## config.mk

```make
export PLATFORM = sky130hd
export DESIGN_NAME = two_wire_isp_frame_master_unit
export DESIGN_NICKNAME = d
export VERILOG_FILES = /design/src/design/twisp_pkg.sv /design/src/design/two_wire_isp_frame_master_unit.sv /design/src/design/twisp_core.sv
export SDC_FILE = /design/constraint.sdc
export NUM_CORES = 1
export LEC_CHECK = 0
export ABC_AREA = 1
export BUFFER_PORTS_ARGS = -buffer_cell sky130_fd_sc_hd__buf_2
export CORE_MARGIN = 5
export CORE_UTILIZATION = 30
export DETAILED_ROUTE_END_ITERATION = 10
export SYNTH_ARGS = -nofsm -noshare
export SYNTH_HDL_FRONTEND = slang
export SYNTH_SLANG_ARGS = --single-unit
```

## constraint.sdc

```tcl
create_clock -name clk -period 3.15 [get_ports clk]
set_input_delay 0.63 -clock clk [delete_from_list [all_inputs] [get_ports clk]]
set_output_delay 0.63 -clock clk [all_outputs]
set_load 0.05 [all_outputs]
```

## src/design/twisp_pkg.sv

```systemverilog
// Package for the two-wire programming link master.
// Holds the operation and action codes, shared structs and reset constants.
// No dependencies.
`default_nettype none

package twisp_pkg;

    // command codes as carried on the action field
    typedef enum logic [2:0] {
        ACT_TICK  = 3'd0,
        ACT_START = 3'd1,
        ACT_WRITE = 3'd2,
        ACT_READ  = 3'd3,
        ACT_END   = 3'd4
    } action_t;

    // operation in progress
    typedef enum logic [2:0] {
        OP_IDLE  = 3'd0,
        OP_START = 3'd1,
        OP_WRITE = 3'd2,
        OP_READ  = 3'd3,
        OP_END   = 3'd4
    } op_t;

    localparam int unsigned HALF_W       = 8;
    localparam int unsigned BYTE_W       = 8;
    localparam int unsigned PHASE_W      = 5;
    localparam logic [HALF_W-1:0] HALF_PERIOD_RESET = 8'd2;

    // phase counts per operation
    localparam logic [PHASE_W-1:0] START_PHASES = 5'd4;
    localparam logic [PHASE_W-1:0] XFER_PHASES  = 5'd17;
    localparam logic [PHASE_W-1:0] END_PHASES   = 5'd3;
    localparam logic [PHASE_W-1:0] BIT_PHASES   = 5'd16;

    // one result transaction
    typedef struct packed {
        logic              clk_level;
        logic              sda_level;
        logic              sda_drive;
        logic              busy_res;
        logic              done_res;
        logic              refused;
        logic [BYTE_W-1:0] rx_byte;
    } result_t;

    // pin and shift state touched by the phase table
    typedef struct packed {
        logic [BYTE_W-1:0] shift;
        logic              clk;
        logic              sda;
        logic              drive;
        logic [BYTE_W-1:0] rx;
    } pin_state_t;

endpackage

`default_nettype wire

```

## src/design/two_wire_isp_frame_master_unit.sv

```systemverilog
// Top level of the two-wire programming link master.
// Holds the half period register and the result register; instantiates twisp_core.
// Depends on twisp_pkg and twisp_core.
`default_nettype none

// Each input transaction (a tick or a command) is taken by the sequencer and
// its result appears in the result register on the next cycle, so one
// transaction per cycle is sustained while the output side keeps taking
// results. The single result register sets that figure: a new transaction is
// taken whenever that register is empty or is being emptied in the same cycle.
// Pin phases are timed in ticks, not clock cycles: each phase is held for
// half_period_ticks tick transactions (zero behaves as one). A start takes 4
// phases, a byte write or read 17, an end 3. Commands sent while an operation
// is in progress are refused and do not count as ticks. The half period
// register is written through cfg_valid/cfg_data, is always ready and resets to 2.

module two_wire_isp_frame_master_unit (
    input  wire logic                           clk,
    input  wire logic                           rst_n,
    // configuration write channel
    input  wire logic                           cfg_valid,
    output logic                                cfg_ready,
    input  wire logic [twisp_pkg::HALF_W-1:0]   cfg_data,
    // input channel
    input  wire logic                           in_valid,
    output logic                                in_ready,
    input  wire logic [2:0]                     action,
    input  wire logic [twisp_pkg::BYTE_W-1:0]   tx_byte,
    input  wire logic                           sda_in,
    // result channel
    output logic                                out_valid,
    input  wire logic                           out_ready,
    output logic                                clk_level,
    output logic                                sda_level,
    output logic                                sda_drive,
    output logic                                busy_res,
    output logic                                done_res,
    output logic                                refused,
    output logic [twisp_pkg::BYTE_W-1:0]        rx_byte
);

    logic [twisp_pkg::HALF_W-1:0]   half_reg;
    logic                           out_valid_reg, out_valid_next;
    twisp_pkg::result_t             res_reg;
    twisp_pkg::result_t             res_step;
    logic                           in_accept;

    // handshake
    assign cfg_ready = 1'b1;
    assign in_ready  = !out_valid_reg || out_ready;
    assign in_accept = in_valid && in_ready;

    // configuration register
    always_ff @(posedge clk or negedge rst_n)
    begin
        if (!rst_n)
        begin
            half_reg <= twisp_pkg::HALF_PERIOD_RESET;
        end
        else if (cfg_valid && cfg_ready)
        begin
            half_reg <= cfg_data;
        end
    end

    // sequencer
    twisp_core u_core (
        .clk         (clk),
        .rst_n       (rst_n),
        .step_en     (in_accept),
        .action      (action),
        .tx_byte     (tx_byte),
        .sda_in      (sda_in),
        .half_period (half_reg),
        .res         (res_step)
    );

    // result register occupancy
    always_comb
    begin
        out_valid_next = out_valid_reg;
        if (in_accept)
        begin
            out_valid_next = 1'b1;
        end
        else if (out_ready)
        begin
            out_valid_next = 1'b0;
        end
    end

    always_ff @(posedge clk or negedge rst_n)
    begin
        if (!rst_n)
        begin
            out_valid_reg <= 1'b0;
        end
        else
        begin
            out_valid_reg <= out_valid_next;
        end
    end

    // result payload
    always_ff @(posedge clk)
    begin
        if (in_accept)
        begin
            res_reg <= res_step;
        end
    end

    assign out_valid = out_valid_reg;
    assign clk_level = res_reg.clk_level;
    assign sda_level = res_reg.sda_level;
    assign sda_drive = res_reg.sda_drive;
    assign busy_res  = res_reg.busy_res;
    assign done_res  = res_reg.done_res;
    assign refused   = res_reg.refused;
    assign rx_byte   = res_reg.rx_byte;

    // every accepted transaction leaves a result waiting
    assert property (@(posedge clk) disable iff (!rst_n)
        in_accept |=> out_valid_reg)
        else $error("accepted transaction produced no result");

    // a waiting result stays put until it is taken
    assert property (@(posedge clk) disable iff (!rst_n)
        (out_valid_reg && !out_ready) |=> (out_valid_reg && $stable(res_reg)))
        else $error("waiting result changed before it was taken");

    // an empty result register never blocks the input
    assert property (@(posedge clk) disable iff (!rst_n)
        !out_valid_reg |-> in_ready)
        else $error("input blocked with the result register empty");

endmodule

`default_nettype wire

```

## src/design/twisp_core.sv

```systemverilog
// Phase sequencer of the two-wire programming link master.
// Holds the operation, phase, tick and pin state; one step per transaction.
// Depends on twisp_pkg.
`default_nettype none

module twisp_core (
    input  wire logic                           clk,
    input  wire logic                           rst_n,
    input  wire logic                           step_en,
    input  wire logic [2:0]                     action,
    input  wire logic [twisp_pkg::BYTE_W-1:0]   tx_byte,
    input  wire logic                           sda_in,
    input  wire logic [twisp_pkg::HALF_W-1:0]   half_period,
    output twisp_pkg::result_t                  res
);

    // phases held by each operation
    function automatic logic [twisp_pkg::PHASE_W-1:0] held_phases(input twisp_pkg::op_t op);
        logic [twisp_pkg::PHASE_W-1:0] n;
        unique case (op)
            twisp_pkg::OP_START: n = twisp_pkg::START_PHASES;
            twisp_pkg::OP_WRITE: n = twisp_pkg::XFER_PHASES;
            twisp_pkg::OP_READ:  n = twisp_pkg::XFER_PHASES;
            twisp_pkg::OP_END:   n = twisp_pkg::END_PHASES;
            default:             n = '0;
        endcase
        return n;
    endfunction

    // pin update on entry to a phase
    function automatic twisp_pkg::pin_state_t enter_phase(
        input twisp_pkg::op_t                   op,
        input logic [twisp_pkg::PHASE_W-1:0]    idx,
        input logic                             bit_in,
        input twisp_pkg::pin_state_t            s_in
    );
        twisp_pkg::pin_state_t s;
        s = s_in;
        unique case (op)
            twisp_pkg::OP_START: begin
                case (idx)
                    5'd0:    s.sda = 1'b1;
                    5'd1:    s.clk = 1'b1;
                    5'd2:    s.sda = 1'b0;
                    5'd3:    s.clk = 1'b0;
                    default: s = s_in;
                endcase
            end
            twisp_pkg::OP_WRITE: begin
                if (idx < twisp_pkg::BIT_PHASES)
                begin
                    if (!idx[0])
                    begin
                        if (idx != '0)
                        begin
                            s.shift = {s.shift[twisp_pkg::BYTE_W-2:0], 1'b0};
                        end
                        s.clk = 1'b0;
                        s.sda = s.shift[twisp_pkg::BYTE_W-1];
                    end
                    else
                    begin
                        s.clk = 1'b1;
                    end
                end
                else if (idx == twisp_pkg::BIT_PHASES)
                begin
                    s.clk = 1'b0;
                end
                else
                begin
                    s.sda = 1'b0;
                end
            end
            twisp_pkg::OP_READ: begin
                if (idx < twisp_pkg::BIT_PHASES)
                begin
                    if (!idx[0])
                    begin
                        s.clk = 1'b0;
                    end
                    else
                    begin
                        s.clk   = 1'b1;
                        s.shift = {s.shift[twisp_pkg::BYTE_W-2:0], bit_in};
                    end
                end
                else if (idx == twisp_pkg::BIT_PHASES)
                begin
                    s.clk = 1'b0;
                end
                else
                begin
                    s.drive = 1'b1;
                    s.sda   = 1'b0;
                    s.rx    = s.shift;
                end
            end
            twisp_pkg::OP_END: begin
                case (idx)
                    5'd0:    s.clk = 1'b0;
                    5'd1:    s.sda = 1'b0;
                    5'd2:    s.clk = 1'b1;
                    default: s.sda = 1'b1;
                endcase
            end
            default: s = s_in;
        endcase
        return s;
    endfunction

    twisp_pkg::op_t                   op_reg, op_next;
    logic [twisp_pkg::PHASE_W-1:0]    phase_reg, phase_next;
    logic [twisp_pkg::HALF_W-1:0]     tick_reg, tick_next;
    twisp_pkg::pin_state_t            pins_reg, pins_next;

    twisp_pkg::action_t               act;
    logic                             is_cmd;
    logic                             is_tick;
    logic                             busy;
    logic [twisp_pkg::HALF_W-1:0]     tick_inc;
    logic                             phase_end;
    logic [twisp_pkg::PHASE_W-1:0]    phase_inc;
    logic                             op_last;
    twisp_pkg::op_t                   op_cmd;
    twisp_pkg::pin_state_t            pins_pre;
    logic                             refused_c;
    logic                             done_c;

    // decode of the incoming transaction
    assign act       = twisp_pkg::action_t'(action);
    assign is_cmd    = act inside {twisp_pkg::ACT_START, twisp_pkg::ACT_WRITE,
                                   twisp_pkg::ACT_READ, twisp_pkg::ACT_END};
    assign is_tick   = (act == twisp_pkg::ACT_TICK);
    assign busy      = (op_reg != twisp_pkg::OP_IDLE);
    assign tick_inc  = tick_reg + 1'b1;
    assign phase_end = (tick_inc >= half_period);
    assign phase_inc = phase_reg + 1'b1;
    assign op_last   = (phase_inc >= held_phases(op_reg));
    assign refused_c = is_cmd && busy;
    assign done_c    = is_tick && busy && phase_end && op_last;

    // operation selected by a command
    always_comb
    begin
        unique case (act)
            twisp_pkg::ACT_START: op_cmd = twisp_pkg::OP_START;
            twisp_pkg::ACT_WRITE: op_cmd = twisp_pkg::OP_WRITE;
            twisp_pkg::ACT_READ:  op_cmd = twisp_pkg::OP_READ;
            twisp_pkg::ACT_END:   op_cmd = twisp_pkg::OP_END;
            default:              op_cmd = twisp_pkg::OP_IDLE;
        endcase
    end

    // next operation
    always_comb
    begin
        op_next = op_reg;
        if (is_cmd && !busy)
        begin
            op_next = op_cmd;
        end
        else if (done_c)
        begin
            op_next = twisp_pkg::OP_IDLE;
        end
    end

    // phase, tick and pin updates
    always_comb
    begin
        phase_next = phase_reg;
        tick_next  = tick_reg;
        pins_next  = pins_reg;
        pins_pre   = pins_reg;
        if (is_cmd && !busy)
        begin
            phase_next     = '0;
            tick_next      = '0;
            pins_pre.drive = 1'b1;
            if (act == twisp_pkg::ACT_WRITE)
            begin
                pins_pre.shift = tx_byte;
            end
            if (act == twisp_pkg::ACT_READ)
            begin
                pins_pre.shift = '0;
                pins_pre.drive = 1'b0;
                pins_pre.sda   = 1'b0;
            end
            pins_next = enter_phase(op_cmd, '0, sda_in, pins_pre);
        end
        else if (is_tick && busy)
        begin
            if (phase_end)
            begin
                tick_next  = '0;
                pins_next  = enter_phase(op_reg, phase_inc, sda_in, pins_reg);
                phase_next = op_last ? '0 : phase_inc;
            end
            else
            begin
                tick_next = tick_inc;
            end
        end
    end

    // state registers
    always_ff @(posedge clk or negedge rst_n)
    begin
        if (!rst_n)
        begin
            op_reg         <= twisp_pkg::OP_IDLE;
            phase_reg      <= '0;
            tick_reg       <= '0;
            pins_reg.shift <= '0;
            pins_reg.clk   <= 1'b0;
            pins_reg.sda   <= 1'b0;
            pins_reg.drive <= 1'b1;
            pins_reg.rx    <= '0;
        end
        else if (step_en)
        begin
            op_reg    <= op_next;
            phase_reg <= phase_next;
            tick_reg  <= tick_next;
            pins_reg  <= pins_next;
        end
    end

    // result of this step
    always_comb
    begin
        res.clk_level = pins_next.clk;
        res.sda_level = pins_next.drive & pins_next.sda;
        res.sda_drive = pins_next.drive;
        res.busy_res  = (op_next != twisp_pkg::OP_IDLE);
        res.done_res  = done_c;
        res.refused   = refused_c;
        res.rx_byte   = pins_next.rx;
    end

    // an idle sequencer sits at phase zero
    assert property (@(posedge clk) disable iff (!rst_n)
        (op_reg == twisp_pkg::OP_IDLE) |-> (phase_reg == '0))
        else $error("phase index not cleared while idle");

    // phase index never runs past the longest operation
    assert property (@(posedge clk) disable iff (!rst_n)
        phase_reg < twisp_pkg::XFER_PHASES)
        else $error("phase index out of range");

    // a finishing step leaves the sequencer idle
    assert property (@(posedge clk) disable iff (!rst_n)
        (step_en && done_c) |=> (op_reg == twisp_pkg::OP_IDLE))
        else $error("operation still active after done");

    // refusal and completion never coincide
    assert property (@(posedge clk) disable iff (!rst_n)
        step_en |-> !(refused_c && done_c))
        else $error("refused and done in one step");

endmodule

`default_nettype wire

```

==> results of run 1 <==
## area by class of cell
type	instances	area share (%)
multi-input combinational	300	38.9
sequential	58	36.9
timing repair buffer	49	6.78
inverter	66	6.08
clock buffer	11	5.87
tap	140	4.24
clock inverter	5	1.30
## cells in the mapped netlist
library cell  instances
a21boi_0              2
a21oi_1              15
a21oi_2               5
buf_1                 1
buf_2                 1
buf_4                 2
buf_6                 1
clkbuf_1              3
clkinv_2              1
conb_1                1
dfrtp_1              42
dfstp_2               2
edfxtp_1             14
ha_1                 18
inv_1                56
inv_2                 9
mux2_2                1
nand2_1             130
nand2_2               2
nand3_1              24
nand3_2               1
nand3b_1              1
nand3b_4              1
nand4_1               8
nor2_1               32
nor2_2                1
nor2_4                1
nor3_1                5
nor4_4                1
o211ai_1              1
o21a_1                1
o21ai_0              26
o21ai_1               9
o21ai_2               3
o221ai_1              1
o22ai_1               4
o31ai_1               1
o32ai_1               2
xor2_1                3
## power by group
group	total [mW]	internal (mW)	switching, mW
combinational	1.36	0.444	0.913
clock	0.966	0.630	0.336
sequential	1.11	0.973	0.141
total	3.44	2.05	1.39
## layer usage
metal	vias to the layer above	global-route usage [%]	wire, microns
met5	-	0	0
li1	1513	-	-
met1	1366	16.7	3770
met2	59	20.0	3740
met4	0	6.11	167
met3	15	3.32	374
## what timing repair did
item                       CTS  global route
gates resized for setup      0             9
setup endpoints to repair    0            38
buffers inserted             0             5
## kinds of logic after synthesis
group	share of synthesized area [%]
adders and majority gates	6.65
buffers and inverters	8.72
muxes	0.332
xor gates and xnor gates	0.776
DFF	45.0
other	0.111
AOI/OAI and AO/OA	12.1
and+or+nand+nor	26.3
## stage by stage
step,std cells,power [mW],setup WS (ns),setup TNS [ns]
after CTS,624,3.42,0.0765,0
final,629,3.44,0.269,0
after global routing,629,3.72,-0.0121,-0.0121
after floorplan,432,2.10,0.596,0
after global placement,608,2.41,0.237,0
after detailed placement,608,2.43,0.104,0
## how the worst min path moves through the flow
| stage | endpoint | depth (start not counted) |
|---|---|---|
| 2_1_floorplan | half_reg[0]$_DFFE_PN0P_ | 0 |
| 3_3_place_gp | u_core.pins_pre[7]$_DFFE_PN0P_ | 2 |
| 3_5_place_dp | u_core.pins_pre[6]$_DFFE_PN0P_ | 2 |
| 4_1_cts | u_core.pins_pre[7]$_DFFE_PN0P_ | 2 |
| 5_1_grt | u_core.pins_pre[6]$_DFFE_PN0P_ | 2 |
| 6_report | u_core.pins_pre[4]$_DFFE_PN0P_ | 1 |
## worst reg2reg max path: stages (launching register included)
cell and delay [ns]:
dfrtp_1 0.39, nand3_1 0.16, nor3_2 0.27, nand2_1 0.12, xor2_2 0.15, inv_1 0.06, ha_1 0.29, a21oi_1 0.17
o21a_1 0.15, nand3_2 0.09, nand2_2 0.14, clkinv_2 0.16, nand3b_4 0.16, nand2_1 0.08, a21oi_2 0.17, a21oi_1 0.06
==> flow_metrics.py, run 1 <==
metrics = {
    "setup_path": {
        "regToRegEndpoint": "sda_level$_DFFE_PP_",
        "crit_required_ns": 3.22,
        "crit_end": "sda_level$_DFFE_PP_",
        "crit_type": "reg -> reg",
        "reg2reg_depth": 15,
        "cpPeakStageDelay_ns": 0.39,
        "path_cells": "nand3_1, nor3_2, nand2_1, xor2_2, inv_1, ha_1, a21oi_1, o21a_1, nand3_2, nand2_2, clkinv_2, nand3b_4, nand2_1, a21oi_2, a21oi_1",
        "end_kind": "register",
        "crit_fanout": 7,
        "cp_data_arrival_time_ns": 2.95,
        "slowest_stage": "dfrtp_1",
        "crit_buf_inv": 2,
        "crit_cells": 15,
        "crit_path_start_kind": "register",
        "critical_path.top_delay_family": "simple AND/OR/NAND/NOR gates",
        "rrSetupSlack_ns": 0.27,
        "worstReg2RegStart": "u_core.tick_reg[0]$_DFFE_PN0P_",
        "cp-startpoint": "u_core.tick_reg[0]$_DFFE_PN0P_",
    },
    "sta": {
        "relSlewSlack_pct": 32.0,
        "fin_skew_ns": 0.00803,
        "tightest_slew_ns": 1.02,
        "slew_viol_final": 0,
        "finalHoldViolations": 0,
        "period_share_pct": 91.5,
        "fmax_mhz": 347,
        "fin_hold_ws_ns": 0.478,
        "final-setup-viol-count": 0,
        "period_minus_slack_ns": 2.88,
    },
    "detailed_routing": {
        "ant_nets": 0,
        "detail_route.vias_per_cell": 4.69,
        "drc_errors": 0,
        "wl_microns": 8050,
        "routedWlPerCell_microns": 12.8,
        "drtIter0Drc": 164,
        "drt-pass1-iter-count": 4,
        "vias": 2953,
    },
    "clock_tree": {
        "cts_sinks": 58,
        "h-tree-depth": 3,
        "clockRootBuffer": "clkbuf_16",
        "cts_buffer_depth": 2,
        "cts_hold_buffers": 0,
        "cts_tree": "done",
        "path_clk_slew_ns": 0.05,
        "numCtsBuffers": 9,
        "insertion_delay_ns": 0.33,
    },
    "final_layout": {
        "final_cell_mix": "nand2_1, inv_1, dfrtp_1",
        "final_common_cell": "nand2_1",
        "fin_util_pct": 37.8,
        "area_delta_synth_final_pct": 22.1,
        "n_antenna_cell": 0,
        "largest_register_ff_count": 10,
        "drive_gt1_share_pct": 20.0,
        "nFillCells": 1133,
        "multi_input_area_sq_mm": 0.00161,
        "fin_area_sq_mm": 0.00413,
        "final_nets": 527,
        "layout.area.seq_sq_mm": 0.00152,
    },
    "power": {
        "irDropWorstVdd_v": 0.000517,
        "p_leak_nw": 2.11,
        "power_density_mw_per_mm2": 832,
    },
    "min_path": {
        "hold_class": "in -> async",
    },
    "synth": {
        "ys_ff_latch": 58,
        "synth_cell_type_count": 39,
        "yosysSeqAreaShare_pct": 45.0,
        "yosysTopAreaCellShare_pct": 31.0,
        "netlist_instances": 432,
        "syn-num-nets": 475,
        "netlist_area_sq_mm": 0.00339,
        "yosys_warnings": 0,
        "yosys-top-cells-area": "dfrtp_1, nand2_1, edfxtp_1",
        "syn_area_per_cell_sq_um": 7.84,
        "yosys.area.top_type": "dfrtp_1",
    },
    "die": {
        "coreArea_sq_mm": 0.0109,
        "start_util_pct": 31.0,
        "fp.dieH_microns": 116,
        "ios": 42,
        "die-area_sq_mm": 0.0135,
        "rows": 38,
        "die_w_microns": 116,
    },
    "placed_design": {
        "gp_congestion": 0.860,
        "dpl_cell_area_sq_mm": 0.00375,
        "numPortBuffers": 40,
        "dpl.hpwl_microns": 5970,
    },
    "global_routing": {
        "track_usage_pct": 12.8,
        "grt-ovfl-total": 0,
        "grt_pass1_wl_microns": 13500,
        "grt_pass1_vias": 2833,
        "grt_max_degree": 45,
        "antenna_found_initial": 0,
    },
    "job": {
        "cap_violations": 0,
    },
    "status": {
        "status": "finished clean",
    },
}
(Power assumes the default switching activity.)
==> run 2: changes to the inputs <==
--- a/config.mk
+++ b/config.mk
@@ -7,7 +7,6 @@
 export LEC_CHECK = 0
 export ABC_AREA = 1
 export BUFFER_PORTS_ARGS = -buffer_cell sky130_fd_sc_hd__buf_2
-export CORE_MARGIN = 5
 export CORE_UTILIZATION = 30
 export DETAILED_ROUTE_END_ITERATION = 10
 export SYNTH_ARGS = -nofsm -noshare
==> run 2 against run 1 <==
Against the previous run: power up 2.3%; routed wire length fell by 7.2%; via count down 1.8%; first-iteration DRC count grew 24%; clock skew down 0.0026 ns; final area about the same; register-to-register slack gained 0.03 ns; critical path type unchanged; highest routed layer unchanged.
==> flow_metrics.py, run 2 (synthesis results as in run 1) <==
metrics = {
    "die": {
        "coreArea_sq_mm": 0.0109,
        "die_w_microns": 108,
        "rows": 38,
        "start_util_pct": 31.0,
        "fp.dieH_microns": 108,
        "ios": 42,
        "die-area_sq_mm": 0.0117,
    },
    "setup_path": {
        "end_kind": "register",
        "worstReg2RegStart": "u_core.tick_reg[0]$_DFFE_PN0P_",
        "crit_type": "reg -> reg",
        "crit_path_start_kind": "register",
        "reg2reg_depth": 17,
        "crit_buf_inv": 2,
        "path_cells": "ha_1, nand2_1, inv_1, nand4_1, xor2_1, inv_1, ha_1, nand2_1, nor2_1, nand4_1, nand3_1, nand2_2, nand2_1, nand2_1, nor2_1, nand2_1, o21ai_0",
        "crit_required_ns": 3.39,
        "regToRegEndpoint": "u_core.phase_reg[0]$_DFFE_PN0P_",
        "critical_path.top_delay_family": "simple AND/OR/NAND/NOR gates",
        "rrSetupSlack_ns": 0.30,
        "cp_data_arrival_time_ns": 3.09,
        "slowest_stage": "dfrtp_1",
        "cpPeakStageDelay_ns": 0.42,
        "crit_fanout": 5,
        "cp_common_cell": "nand2_1",
    },
    "clock_tree": {
        "insertion_delay_ns": 0.33,
        "numCtsBuffers": 9,
        "h-tree-depth": 3,
        "clockRootBuffer": "clkbuf_16",
        "path_clk_slew_ns": 0.05,
        "cts_tree": "done",
        "cts_buffer_depth": 2,
        "cts_sinks": 58,
    },
    "final_layout": {
        "fin_area_sq_mm": 0.00413,
        "drive_gt1_share_pct": 18.2,
        "final_cell_mix": "nand2_1, inv_1, dfrtp_1",
        "final_nets": 522,
        "final_common_cell": "nand2_1",
        "n_antenna_cell": 0,
        "final_cells": 624,
        "largest_register_ff_count": 10,
        "area_delta_synth_final_pct": 21.9,
    },
    "detailed_routing": {
        "drc_errors": 0,
        "vias": 2900,
        "ant_nets": 0,
        "drt-pass1-iter-count": 4,
        "routedWlPerCell_microns": 12.0,
        "wl_microns": 7460,
        "drtIter0Drc": 204,
        "detail_route.vias_per_cell": 4.65,
    },
    "job": {
        "cap_violations": 0,
    },
    "power": {
        "power_frac_clock_pct": 31.4,
        "switching_share_pct": 38.9,
        "seqPwrFrac_pct": 31.9,
        "p_comb_share_pct": 36.7,
        "p_int_mw": 2.15,
        "p_leak_nw": 2.11,
        "power_density_mw_per_mm2": 851,
        "total_power_mw": 3.52,
        "irDropWorstVdd_v": 0.000425,
        "p_sw_mw": 1.37,
    },
    "global_routing": {
        "antenna_found_initial": 0,
        "track_usage_pct": 13.8,
        "grt_max_degree": 45,
        "grt_pass1_vias": 2697,
        "grt_pass1_wl_microns": 12500,
        "grt-ovfl-total": 0,
    },
    "status": {
        "status": "finished clean",
    },
    "sta": {
        "tightest_slew_ns": 0.983,
        "fin_hold_ws_ns": 0.467,
        "period_minus_slack_ns": 2.85,
        "period_share_pct": 90.4,
        "rsz0062_at_grt": "false",
        "slew_viol_final": 0,
        "final-setup-viol-count": 0,
        "finalHoldViolations": 0,
        "relSlewSlack_pct": 34.5,
        "tns_ns": 0,
        "fin_skew_ns": 0.00539,
        "fmax_mhz": 351,
    },
    "placed_design": {
        "gp_congestion": 0.853,
        "dpl_cell_area_sq_mm": 0.00374,
        "dpl.cell_count": 607,
        "numPortBuffers": 40,
        "dpl.hpwl_microns": 5620,
    },
    "min_path": {
        "hold_class": "in -> async",
    },
}
run 2: final cells by class:
class / count / area, sq um
inverter: 66 / 251
timing repair buffer: 44 / 243
fill: 1128 / 6810
multi-input combinational: 300 / 1600
sequential: 58 / 1520
clock buffer: 13 / 272
clock inverter: 3 / 68.8
tap: 140 / 175
run 2: what timing repair did:
item | 4_1_cts | 5_1_grt
hold endpoints to repair | 0 | 0
resized for setup | 0 | 6
hold buffers | 0 | 0
endpoints found under the setup margin | 0 | 34
buffers inserted | 0 | 1
run 2: worst max path at each step:
stage | from | slack [ns] | endpoint | cells after the start
global placement | u_core.tick_reg[0]$_DFFE_PN0P_ | 0.27 | sda_level$_DFFE_PP_ | 15
global route | u_core.tick_reg[0]$_DFFE_PN0P_ | 0.005 | u_core.phase_reg[0]$_DFFE_PN0P_ | 17
CTS | u_core.tick_reg[0]$_DFFE_PN0P_ | 0.13 | sda_level$_DFFE_PP_ | 15
finish | u_core.tick_reg[0]$_DFFE_PN0P_ | 0.30 | u_core.phase_reg[0]$_DFFE_PN0P_ | 17
detailed placement | u_core.tick_reg[0]$_DFFE_PN0P_ | 0.17 | sda_level$_DFFE_PP_ | 15
floorplan | u_core.tick_reg[0]$_DFFE_PN0P_ | 0.60 | sda_level$_DFFE_PP_ | 15
run 2: through the flow:
step / util (%) / worst slack (ns)
global placement: 34.2 / 0.273
floorplan: - / 0.596
CTS: 37.3 / 0.131
finish: 37.8 / 0.304
global route: 37.8 / 0.00454
detailed placement: 34.2 / 0.169
run 2: per-layer routing:
metal  track usage, %  part of all wire [%]  vias up
met5                0                     0        -
met4             4.63                   1.2        0
met3             3.25                   4.4        9
met2             22.3                    48       62
met1             18.0                    47     1326
li1                 -                     -     1503
run 2: power by group through the flow:
| stage | Combinational, mW | Clock [mW] | Sequential (mW) |
|---|---|---|---|
| 2_1_floorplan | 0.901 | 0 | 1.19 |
| 3_3_place_gp | 1.26 | 0 | 1.12 |
| 3_5_place_dp | 1.27 | 0 | 1.13 |
| 4_1_cts | 1.28 | 1.13 | 1.12 |
| 5_1_grt | 1.48 | 1.16 | 1.14 |
| 6_report | 1.29 | 1.11 | 1.12 |
==> run 3: changes to the inputs <==
==> constraint.sdc (replaced) <==
create_clock -name clk -period 2.4 [get_ports clk]
set_input_delay 0.48 -clock clk [delete_from_list [all_inputs] [get_ports clk]]
set_output_delay 0.48 -clock clk [all_outputs]
set_load 0.05 [all_outputs]
==> run 3 against run 2 <==
Against the previous run: clock power up 36%; hold slack lost 0.36 ns; register-to-register slack worse by 0.55 ns; via count grew 6.1%; combinational power up 76%; clock skew is 0.0037 ns higher; final cell count rose by 5.0%; setup slack worse by 0.55 ns; count of clock-buffer cells in the layout shrank 4; the flow now finishes with violations (setup timing); routed wire length increased by 14%; largest power group unchanged; core utilization increased by 4.9 points; final area is 13% higher.
==> flow_metrics.py, run 3 (synthesis results as in run 1) <==
metrics = {
    "die": {
        "coreArea_sq_mm": 0.0109,
        "ios": 42,
        "start_util_pct": 31.0,
        "die_w_microns": 108,
        "fp.dieH_microns": 108,
        "die-area_sq_mm": 0.0117,
        "rows": 38,
    },
    "setup_path": {
        "crit_fanout": 7,
        "path_cells": "ha_2, nand2_2, inv_2, nand4_1, xor2_1, inv_1, ha_4, nand2_4, o21a_1, nand3_2, nand2_4, clkinv_4, nand3b_4, nor2_1, a21oi_4",
        "crit_path_start_kind": "register",
        "slowest_stage": "dfrtp_1",
        "crit_type": "reg -> reg",
        "cp_common_cell": "nand2_4",
        "regToRegEndpoint": "rx_byte[5]$_DFFE_PP_",
        "cpPeakStageDelay_ns": 0.40,
        "end_kind": "register",
        "cp_data_arrival_time_ns": 2.73,
        "rrSetupSlack_ns": -0.25,
        "reg2reg_depth": 15,
        "crit_required_ns": 2.48,
        "worstReg2RegStart": "u_core.tick_reg[0]$_DFFE_PN0P_",
    },
    "detailed_routing": {
        "wl_microns": 8510,
        "routedWlPerCell_microns": 13.0,
        "drc_errors": 0,
        "vias": 3076,
        "ant_nets": 0,
        "drt-pass1-iter-count": 4,
        "drtIter0Drc": 125,
        "detail_route.vias_per_cell": 4.70,
    },
    "power": {
        "p_leak_nw": 2.34,
        "power_density_mw_per_mm2": 1120,
        "irDropWorstVdd_v": 0.000433,
        "total_power_mw": 5.23,
    },
    "final_layout": {
        "final_cells": 655,
        "final_nets": 553,
        "final_common_cell": "nand2_1",
        "area_delta_synth_final_pct": 37.9,
        "drive_gt1_share_pct": 32.2,
        "n_antenna_cell": 0,
        "largest_register_ff_count": 10,
        "final_cell_mix": "nand2_1, inv_1, dfrtp_1",
    },
    "clock_tree": {
        "h-tree-depth": 3,
        "numCtsBuffers": 9,
        "cts_tree": "done",
        "cts_sinks": 58,
        "insertion_delay_ns": 0.33,
        "clockRootBuffer": "clkbuf_16",
        "cts_hold_buffers": 0,
        "path_clk_slew_ns": 0.06,
        "cts_buffer_depth": 2,
    },
    "global_routing": {
        "antenna_found_initial": 0,
        "grt_pass1_wl_microns": 14300,
        "grt_max_degree": 34,
        "grt_pass1_vias": 3110,
        "grt-ovfl-total": 0,
        "track_usage_pct": 15.8,
    },
    "sta": {
        "finalHoldViolations": 0,
        "period_minus_slack_ns": 2.65,
        "fin_ws_ns": -0.248,
        "rsz0062_at_grt": "true",
        "period_share_pct": 110,
        "final-setup-viol-count": 39,
        "fmax_mhz": 378,
        "fin_skew_ns": 0.00907,
        "slew_viol_final": 0,
    },
    "placed_design": {
        "dpl.cell_count": 633,
        "gp_congestion": 0.852,
        "numPortBuffers": 40,
        "dpl.hpwl_microns": 6050,
    },
    "min_path": {
        "hold_class": "in -> async",
    },
    "job": {
        "cap_violations": 0,
    },
    "status": {
        "status": "complete, but fails checks",
        "violations": "setup timing",
    },
}
==> run 3: cell count changes in the layout (fill, tap and decap cells not counted), moves of 4 or more <==
cell and change:
nand2_2 +12, a21oi_4 +6, o21ai_0 -6, buf_4 +24
nor2_1 -8, nand2_1 -16, buf_6 +6, nor2_4 +5
nand2_4 +4, a21oi_1 -6
==> run 3: power by group <==
| part | internal [mW] | total [mW] | switching [mW] |
|---|---|---|---|
| clock network | 1.02 | 1.51 | 0.488 |
| registers | 1.28 | 1.46 | 0.181 |
| logic | 0.826 | 2.27 | 1.44 |
==> run 3: critical path: cells and delay by family (launching register included) <==
kind | cells | cell delay (ns)
xor gates and xnor gates | 1 | 0.20
DFF | 1 | 0.40
and+or+nand+nor | 7 | 0.82
adders and majority gates | 2 | 0.49
buffers and inverters | 3 | 0.25
AOI/OAI and AO/OA | 2 | 0.24
==> run 3: timing repair <==
action / CTS / global route
endpoints found under the setup margin: 45 / 48
cloned: 1 / 0
setup buffers: 6 / 2
resized for setup: 36 / 37
pin swaps: 18 / 17
==> run 3: routing by layer <==
layer | global-route usage (%) | up-vias | share of wire [%]
met5 | 0 | - | 0
met4 | 5.98 | 0 | 1.6
met3 | 3.32 | 9 | 3.3
met2 | 27.3 | 56 | 50
met1 | 19.1 | 1448 | 46
li1 | - | 1563 | -
==> run 3: layout make-up <==
cell class,instances,area (sq um)
Multi-Input combinational cell,301,1870
Fill cell,1070,6270
Inverter,66,260
Timing Repair Buffer,74,490
Tap cell,140,175
Clock buffer,9,225
Sequential cell,58,1520
Clock inverter,7,125
==> run 3: through the flow <==
step	hold slack, ns	instance area [sq um]	TNS [ns]	worst slack [ns]	utilization [%]
2_1_floorplan	0.184	3430	-0.410	-0.0571	-
3_3_place_gp	0.457	3990	-4.75	-0.244	36.5
3_5_place_dp	0.467	3990	-7.65	-0.317	36.5
6_report	0.107	4670	-6.94	-0.248	42.7
5_1_grt	0.146	4670	-15.11	-0.452	42.7
4_1_cts	0.118	4530	-6.27	-0.227	41.4
==> run 3: worst max-delay path by stage <==
stage / startpoint / endpoint / slack [ns] / cells past startpoint
4_1_cts: u_core.tick_reg[0]$_DFFE_PN0P_ / u_core.pins_pre[3]$_DFFE_PN0P_ / -0.23 / 18
3_3_place_gp: u_core.tick_reg[0]$_DFFE_PN0P_ / busy_res$_DFFE_PP_ / -0.24 / 16
2_1_floorplan: u_core.tick_reg[0]$_DFFE_PN0P_ / rx_byte[6]$_DFFE_PP_ / -0.06 / 16
3_5_place_dp: u_core.tick_reg[0]$_DFFE_PN0P_ / busy_res$_DFFE_PP_ / -0.32 / 16
5_1_grt: u_core.tick_reg[0]$_DFFE_PN0P_ / u_core.pins_reg[17]$_DFFE_PN0P_ / -0.45 / 19
6_report: u_core.tick_reg[0]$_DFFE_PN0P_ / rx_byte[5]$_DFFE_PP_ / -0.25 / 15
